<file path="src/hdl/tmsr_pkg.sv">
// Shared types, constants and level tables of the two-motor speed regulator.
package tmsr_pkg;

  localparam int MotorCount  = 2;
  localparam int SpeedLevels = 6;

  localparam int DutyW   = 8;
  localparam int CountW  = 16;
  localparam int TargetW = 6;
  localparam int LevelW  = 3;
  localparam int DirW    = 2;
  localparam int RegW    = 8;
  localparam int RegIdxW = 3;

  localparam logic [DutyW-1:0] DutyCeiling = 8'd255;
  localparam logic [LevelW-1:0] LevelMax = LevelW'(SpeedLevels - 1);

  // Input command codes
  typedef enum logic [1:0] {
    CMD_PULSE = 2'd0,
    CMD_TICK  = 2'd1,
    CMD_MOVE  = 2'd2
  } cmd_e;

  // Drive direction codes
  typedef enum logic [DirW-1:0] {
    DIR_STOP    = 2'd0,
    DIR_FORWARD = 2'd1,
    DIR_REVERSE = 2'd2
  } dir_e;

  // Configuration register indexes
  typedef enum logic [RegIdxW-1:0] {
    REG_SMALL_LIMIT  = 3'd0,
    REG_MEDIUM_LIMIT = 3'd1,
    REG_STEP_SMALL   = 3'd2,
    REG_STEP_MEDIUM  = 3'd3,
    REG_STEP_LARGE   = 3'd4
  } reg_idx_e;

  typedef struct packed {
    logic [RegW-1:0] small_limit;
    logic [RegW-1:0] medium_limit;
    logic [RegW-1:0] step_small;
    logic [RegW-1:0] step_medium;
    logic [RegW-1:0] step_large;
  } cfg_t;

  // Per-motor update request for one item leaving the input register
  typedef struct packed {
    logic              advance;
    logic              hit;
    logic [1:0]        cmd;
    logic [DirW-1:0]   direction;
    logic [LevelW-1:0] level;
  } motor_ctl_t;

  // Target speed of each level; levels past the table repeat the last entry
  function automatic logic [TargetW-1:0] level_speed(input logic [LevelW-1:0] lvl);
    logic [TargetW-1:0] spd;
    case (lvl)
      3'd0:    spd = 6'd0;
      3'd1:    spd = 6'd10;
      3'd2:    spd = 6'd20;
      3'd3:    spd = 6'd30;
      3'd4:    spd = 6'd40;
      default: spd = 6'd50;
    endcase
    return spd;
  endfunction

  // Starting duty of each level
  function automatic logic [DutyW-1:0] level_duty(input logic [LevelW-1:0] lvl);
    logic [DutyW-1:0] duty;
    case (lvl)
      3'd0:    duty = 8'd0;
      3'd1:    duty = 8'd50;
      3'd2:    duty = 8'd80;
      3'd3:    duty = 8'd100;
      3'd4:    duty = 8'd150;
      default: duty = 8'd220;
    endcase
    return duty;
  endfunction

endpackage

</file>
<file path="src/hdl/tmsr_motor.sv">
// Per-motor state: pulse counter, speed measurement and duty regulation.
module tmsr_motor import tmsr_pkg::*; (
  input  logic               clk_i,
  input  logic               rst_ni,
  input  motor_ctl_t         ctl_i,
  input  cfg_t               cfg_i,
  output logic [DutyW-1:0]   duty_o,
  output logic [DirW-1:0]    dir_o,
  output logic [CountW-1:0]  speed_o
);

  logic [CountW-1:0]  count_q, count_d;
  logic [CountW-1:0]  prev_q, prev_d;
  logic [CountW-1:0]  speed_q, speed_d;
  logic [TargetW-1:0] target_q, target_d;
  logic [DutyW-1:0]   duty_q, duty_d;
  logic [DirW-1:0]    dir_q, dir_d;

  logic [CountW-1:0]  speed_new;
  logic [CountW:0]    err;
  logic [CountW:0]    mag;
  logic [RegW-1:0]    step;
  logic [DutyW:0]     duty_sum;
  logic [DutyW-1:0]   duty_reg;
  logic [LevelW-1:0]  lvl_sat;
  logic               dir_ok;

  // Measure speed and pick the regulation step from the error size
  always_comb begin
    speed_new = count_q - prev_q;
    err       = {1'b0, speed_new} - {{(CountW + 1 - TargetW){1'b0}}, target_q};
    mag       = err[CountW] ? (~err + 1'b1) : err;
    if (mag < {{(CountW + 1 - RegW){1'b0}}, cfg_i.small_limit}) begin
      step = cfg_i.step_small;
    end else if (mag < {{(CountW + 1 - RegW){1'b0}}, cfg_i.medium_limit}) begin
      step = cfg_i.step_medium;
    end else begin
      step = cfg_i.step_large;
    end
    duty_sum = {1'b0, duty_q} + {1'b0, step};
    // Raise while slow and below the ceiling, otherwise lower with a floor at zero
    if (err[CountW]) begin
      duty_reg = (duty_sum < {1'b0, DutyCeiling}) ? duty_sum[DutyW-1:0] : duty_q;
    end else begin
      duty_reg = (duty_q > step) ? (duty_q - step) : '0;
    end
  end

  assign lvl_sat = (ctl_i.level > LevelMax) ? LevelMax : ctl_i.level;
  assign dir_ok  = (ctl_i.direction == DIR_STOP) || (ctl_i.direction == DIR_FORWARD) ||
                   (ctl_i.direction == DIR_REVERSE);

  // Next state for the item leaving the input register
  always_comb begin
    count_d  = count_q;
    prev_d   = prev_q;
    speed_d  = speed_q;
    target_d = target_q;
    duty_d   = duty_q;
    dir_d    = dir_q;
    if (ctl_i.advance) begin
      case (cmd_e'(ctl_i.cmd))
        CMD_PULSE: begin
          if (ctl_i.hit) begin
            count_d = count_q + 1'b1;
          end
        end
        CMD_TICK: begin
          speed_d = speed_new;
          prev_d  = count_q;
          duty_d  = duty_reg;
        end
        CMD_MOVE: begin
          if (ctl_i.hit && dir_ok) begin
            dir_d    = ctl_i.direction;
            target_d = level_speed(lvl_sat);
            duty_d   = level_duty(lvl_sat);
          end
        end
        default: begin
        end
      endcase
    end
  end

  always_ff @(posedge clk_i or negedge rst_ni) begin
    if (!rst_ni) begin
      count_q  <= '0;
      prev_q   <= '0;
      speed_q  <= '0;
      target_q <= '0;
      duty_q   <= '0;
      dir_q    <= DIR_STOP;
    end else begin
      count_q  <= count_d;
      prev_q   <= prev_d;
      speed_q  <= speed_d;
      target_q <= target_d;
      duty_q   <= duty_d;
      dir_q    <= dir_d;
    end
  end

  assign duty_o  = duty_q;
  assign dir_o   = dir_q;
  assign speed_o = speed_q;

endmodule

</file>
<file path="src/hdl/two_motor_encoder_speed_regulator.sv">
// Two-motor speed regulator: one item per cycle through an input register into
// the motor state, which doubles as the result register. An accepted item waits
// in the input register until the result side is free and then updates the
// motor state, where its result is shown; one item a cycle is sustained
// while out_ready_i stays high. The input register keeps taking one more item while
// a result waits. Encoder pulses, 100 ms ticks and move commands share the input
// channel; each item yields one result with both motors' duty, direction and last
// measured speed. Configuration writes are always taken (cfg_ready_o is tied high),
// take effect at once, and should only be made while the block is idle.
module two_motor_encoder_speed_regulator import tmsr_pkg::*; (
  input  logic                clk_i,
  input  logic                rst_ni,
  input  logic                in_valid_i,
  output logic                in_ready_o,
  input  logic [1:0]          cmd_i,
  input  logic                motor_i,
  input  logic [DirW-1:0]     direction_i,
  input  logic [LevelW-1:0]   speed_level_i,
  output logic                out_valid_o,
  input  logic                out_ready_i,
  output logic [DutyW-1:0]    left_pwm_o,
  output logic [DutyW-1:0]    right_pwm_o,
  output logic [DirW-1:0]     left_direction_o,
  output logic [DirW-1:0]     right_direction_o,
  output logic [CountW-1:0]   left_speed_o,
  output logic [CountW-1:0]   right_speed_o,
  input  logic                cfg_valid_i,
  output logic                cfg_ready_o,
  input  logic [RegIdxW-1:0]  cfg_index_i,
  input  logic [RegW-1:0]     cfg_data_i
);

  cfg_t cfg_q, cfg_d;

  logic              in_valid_q, in_valid_d;
  logic [1:0]        cmd_q;
  logic              motor_q;
  logic [DirW-1:0]   direction_q;
  logic [LevelW-1:0] level_q;
  logic              out_valid_q, out_valid_d;
  logic              in_xfer;
  logic              advance;

  logic [DutyW-1:0]  duty   [MotorCount];
  logic [DirW-1:0]   dir    [MotorCount];
  logic [CountW-1:0] speed  [MotorCount];

  // Configuration registers
  assign cfg_ready_o = 1'b1;

  always_comb begin
    cfg_d = cfg_q;
    if (cfg_valid_i) begin
      case (reg_idx_e'(cfg_index_i))
        REG_SMALL_LIMIT:  cfg_d.small_limit  = cfg_data_i;
        REG_MEDIUM_LIMIT: cfg_d.medium_limit = cfg_data_i;
        REG_STEP_SMALL:   cfg_d.step_small   = cfg_data_i;
        REG_STEP_MEDIUM:  cfg_d.step_medium  = cfg_data_i;
        REG_STEP_LARGE:   cfg_d.step_large   = cfg_data_i;
        default: begin
        end
      endcase
    end
  end

  always_ff @(posedge clk_i or negedge rst_ni) begin
    if (!rst_ni) begin
      cfg_q.small_limit  <= 8'd5;
      cfg_q.medium_limit <= 8'd10;
      cfg_q.step_small   <= 8'd1;
      cfg_q.step_medium  <= 8'd2;
      cfg_q.step_large   <= 8'd5;
    end else begin
      cfg_q <= cfg_d;
    end
  end

  // Handshake: advance the held item when the result side is free
  assign advance    = in_valid_q && (!out_valid_q || out_ready_i);
  assign in_ready_o = !in_valid_q || advance;
  assign in_xfer    = in_valid_i && in_ready_o;

  always_comb begin
    in_valid_d = in_valid_q;
    if (in_xfer) begin
      in_valid_d = 1'b1;
    end else if (advance) begin
      in_valid_d = 1'b0;
    end
    out_valid_d = out_valid_q;
    if (advance) begin
      out_valid_d = 1'b1;
    end else if (out_ready_i) begin
      out_valid_d = 1'b0;
    end
  end

  always_ff @(posedge clk_i or negedge rst_ni) begin
    if (!rst_ni) begin
      in_valid_q  <= 1'b0;
      out_valid_q <= 1'b0;
    end else begin
      in_valid_q  <= in_valid_d;
      out_valid_q <= out_valid_d;
    end
  end

  // Hold the input payload of each transfer
  always_ff @(posedge clk_i) begin
    if (in_xfer) begin
      cmd_q       <= cmd_i;
      motor_q     <= motor_i;
      direction_q <= direction_i;
      level_q     <= speed_level_i;
    end
  end

  // One state slice per motor
  for (genvar k = 0; k < MotorCount; k++) begin : g_motor
    motor_ctl_t ctl;
    assign ctl.advance   = advance;
    assign ctl.hit       = (motor_q == 1'(k));
    assign ctl.cmd       = cmd_q;
    assign ctl.direction = direction_q;
    assign ctl.level     = level_q;

    tmsr_motor u_motor (
      .clk_i   (clk_i),
      .rst_ni  (rst_ni),
      .ctl_i   (ctl),
      .cfg_i   (cfg_q),
      .duty_o  (duty[k]),
      .dir_o   (dir[k]),
      .speed_o (speed[k])
    );
  end

  assign out_valid_o       = out_valid_q;
  assign left_pwm_o        = duty[0];
  assign right_pwm_o       = duty[1];
  assign left_direction_o  = dir[0];
  assign right_direction_o = dir[1];
  assign left_speed_o      = speed[0];
  assign right_speed_o     = speed[1];

endmodule

</file>
<file path="config.mk">
export PLATFORM = sky130hd
export DESIGN_NAME = two_motor_encoder_speed_regulator
export DESIGN_NICKNAME = d
export VERILOG_FILES = /design/src/hdl/tmsr_pkg.sv /design/src/hdl/tmsr_motor.sv /design/src/hdl/two_motor_encoder_speed_regulator.sv
export SDC_FILE = /design/constraint.sdc
export NUM_CORES = 1
export LEC_CHECK = 0
export BUFFER_PORTS_ARGS = -buffer_cell sky130_fd_sc_hd__buf_4
export CAP_MARGIN = 20
export CORE_AREA = 3 3 164 166
export DETAILED_ROUTE_END_ITERATION = 8
export DIE_AREA = 0 0 167 169
export PLACE_DENSITY = 0.67
export SLEW_MARGIN = 20
export SYNTH_ARGS = -nofsm -noshare
export SYNTH_HDL_FRONTEND = slang
export SYNTH_HIERARCHICAL = 1
export SYNTH_SLANG_ARGS = --single-unit
</file>
<file path="constraint.sdc">
create_clock -name clk_i -period 9.05 [get_ports clk_i]
set_clock_uncertainty 0.2 [all_clocks]
set_input_delay 0.4525 -clock clk_i [delete_from_list [all_inputs] [get_ports clk_i]]
set_output_delay 0.4525 -clock clk_i [all_outputs]
set_load 0.1 [all_outputs]
</file>
==> summary.md <==
| Metric | Value |
|---|---|
| Status | `finished clean` |
| Vias in the first global route | `9979` |
| Final period util | `0.933` |
| Num CTS Buffers | `17` |
| Max Clock Freq | `118 MHz` |
| CTS Buffer Depth | `2` |
| Most common cell after layout, fill and taps aside | `dfrtp_1` |
| Top-level port count | `79` |
| Slowest cell on the critical path | `or4_4` |
| Main synth FF type | `dfrtp_1` |
| Most frequent CP cell | `a21o_1` |
| Synthesis-stage register bit count | `176` |
| Yosys warnings | `6` |
| Sink Count | `176` |
| Overflow after GRT | `0` |
| Root buffer cell | `clkbuf_16` |
| Clk pin slew, worst setup/hold paths | `0.08 ns` |
| DR vias | `10.1k` |
| Initial antenna violation count | `0` |
| Layout cell share with drive strength beyond 1 | `0.183` |
| Least-Margin Pin Slew | `0.937 ns` |
| Chip width | `167 um` |
| CP peak stage delay | `0.55 ns` |
| Synthesized area | `12700 um2` |
| Post-synth cell types | `95` |
| Placed Area | `13600 um2` |
| Critical path start-end classification | `flop to flop` |
| Setup bufs post-CTS | `0` |
| I/O Buffers | `77` |
| Wire per inst | `17.3 um` |
| Worst Path Required | `9.16 ns` |
| Final hold violations | `0` |
| Asr flop ratio synth | `0.955` |
| Worst r2r src | `g_motor[0].u_motor/count_q[8]` |
| Clock Latency Late Sink | `0.44 ns` |
| # nets final | `1572` |
| Most frequent cells in the layout | `dfrtp_1, ha_1, nand2_1` |
| Startpoint Class | `flop` |
| Initial Utilization | `0.495` |
| Final setup TNS | `0 ns` |
| Post-DP HPWL | `23400 um` |
| Worst setup startpoint | `g_motor[0].u_motor/count_q[8]` |
| Final Cell Area | `14400 um2` |
| First-pass GRT wire length | `51000 um` |
| Final setup viols | `0` |
| Total wire length | `30800 um` |
| Post-Synthesis Cells | `1359` |
| Layout area overhead | `12.9%` |
| Row count | `59` |
| CP Max Fanout | `17` |
| Syn nets | `1499` |
| Placeable Area | `25800 um2` |
| CTS tree | `done` |
| Gr usage total | `0.220` |
| Gpl congestion | `0.903` |
| Post-route ant nets | `0` |
| Synth area leaders | `dfrtp_1, ha_1, mux2_2, o21ai_0, xnor2_1` |
| Fin cells | `1780` |
| Die area | `28200 um2` |
| H-tree level count | `4` |
| Area leader, netlist | `dfrtp_1` |
| Fin. max-slew vios | `0` |
| Post-synthesis average cell area | `9.38 um2` |
| Die height | `169 um` |
| CP arrival | `8.55 ns` |
| Dpl cells | `1737` |
| Rel. slew slack | `0.375` |
| Residual DRC count | `0` |
| TritonRoute pass-1 iters | `4` |
| Post-synth EDFFs | `8` |
| Post-synth top area share | `0.314` |
| Min Tclk post-route | `8.44 ns` |
| Hold crit path type | `primary input to flop` |
| Largest net degree at the start of global routing | `108` |
| CP Capture Type | `flop` |
| Register area share after synthesis | `0.349` |
| HP Start | `out_ready_i` |
| Fill cells | `2303` |
| Initial DRC Count | `540` |
| Max_cap viols | `0` |
| Vias per inst | `5.69` |
| N_diodes | `0` |
[sequential cells by signal, summed over array words and instances, names as in the netlist]
signal and count:
g_motor.u_motor/speed_o 32, cmd_q 2, g_motor.u_motor/count_q 32, in_valid_q 1, direction_q 2, g_motor.u_motor/target_q 10
cfg_q 40, g_motor.u_motor/duty_o 16, out_valid_o 1, g_motor.u_motor/prev_q 32, motor_q 1, g_motor.u_motor/dir_o 4
level_q 3
[critical path, delay by kind of cell, from the launching register on]
| family | cells | cell delay (ns) |
|---|---|---|
| flip-flops | 1 | 0.44 |
| XOR/XNOR | 1 | 0.18 |
| adder cells (fa/ha/maj) | 3 | 1.02 |
| AO/OA/AOI/OAI | 17 | 3.59 |
| AND/OR/NAND/NOR | 7 | 1.66 |
| buffers and inverters | 1 | 0.22 |
| multiplexers | 3 | 0.95 |
[routing by layer]
metal	global-route usage	vias to the layer above	wire length, um
met3	0.0304	46	1220
met1	0.301	4868	14600
met4	0.0717	0	720
met5	0	-	0
li1	-	4998	-
met2	0.363	225	14300
[through the flow]
stage	setup slack, ns	util	hold WS, ns
CTS	0.119	0.555	0.00375
global route	-0.0260	0.558	0.0975
detailed placement	0.187	0.529	0.264
floorplan	0.837	-	-0.0431
finish	0.610	0.558	0.0878
global placement	0.343	0.529	0.256
[cells in the mapped netlist (all sizes together) (5+ instances only)]
master / instances
nor3: 35
xnor2: 49
xor2: 25
o31ai: 15
fa: 8
o21a: 29
mux2i: 14
o21ai: 108
buf: 17
o21bai: 16
a211oi: 18
and2: 11
a21o: 20
nor4: 5
mux2: 88
edfxtp: 8
and3: 12
dfrtp: 160
clkbuf: 33
nand2: 105
a21oi: 77
nor2b: 14
or2: 10
nor2: 86
nand3: 22
a31oi: 13
a21boi: 13
nand3b: 7
ha: 108
dfstp: 8
and4: 5
o211ai: 13
nand4: 16
nand2b: 18
inv: 97
or3: 9
[cell families (layout without fill, tap and decap cells)]
kind of cell,count (synthesis),in the layout,synth area share
XOR/XNOR,74,74,0.0508
buffers and inverters,147,233,0.0477
adder cells (fa/ha/maj),116,116,0.119
other,1,1,0.000294
multiplexers,102,102,0.0896
flip-flops,176,176,0.349
AND/OR/NAND/NOR,372,372,0.150
AO/OA/AOI/OAI,371,371,0.193
[cell type report]
cell class                 count  area [um2]  area share
inverter                      97         364      0.0253
timing repair buffer         104         830      0.0577
clock buffer                  18         429      0.0298
multi-input combinational   1036        7740       0.538
sequential                   176        4450       0.310
clock inverter                14         145      0.0101
tap                          335         419      0.0291
[worst paths after layout]
kind / end / slack (ns) / depth (start not counted)
max in group asynchronous: cfg_q[36] / 6.84 / 4
worst min register to register: out_valid_o / 0.28 / 1
worst max-delay path: g_motor[0].u_motor/duty_o[6] / 0.61 / 32
worst max register to register: g_motor[0].u_motor/duty_o[6] / 0.61 / 32
worst min-delay path: out_valid_o / 0.09 / 3
min in group asynchronous: g_motor[0].u_motor/duty_o[2] / 0.32 / 2
[what timing repair did]
item,in CTS,in global routing
hold buffers,9,1
endpoints found under the hold margin,9,47
resized for setup,0,15
endpoints found under the setup margin,0,10
Power is not shown: default switching activity piles up to over one toggle a cycle in this logic, so the estimate is an artifact.
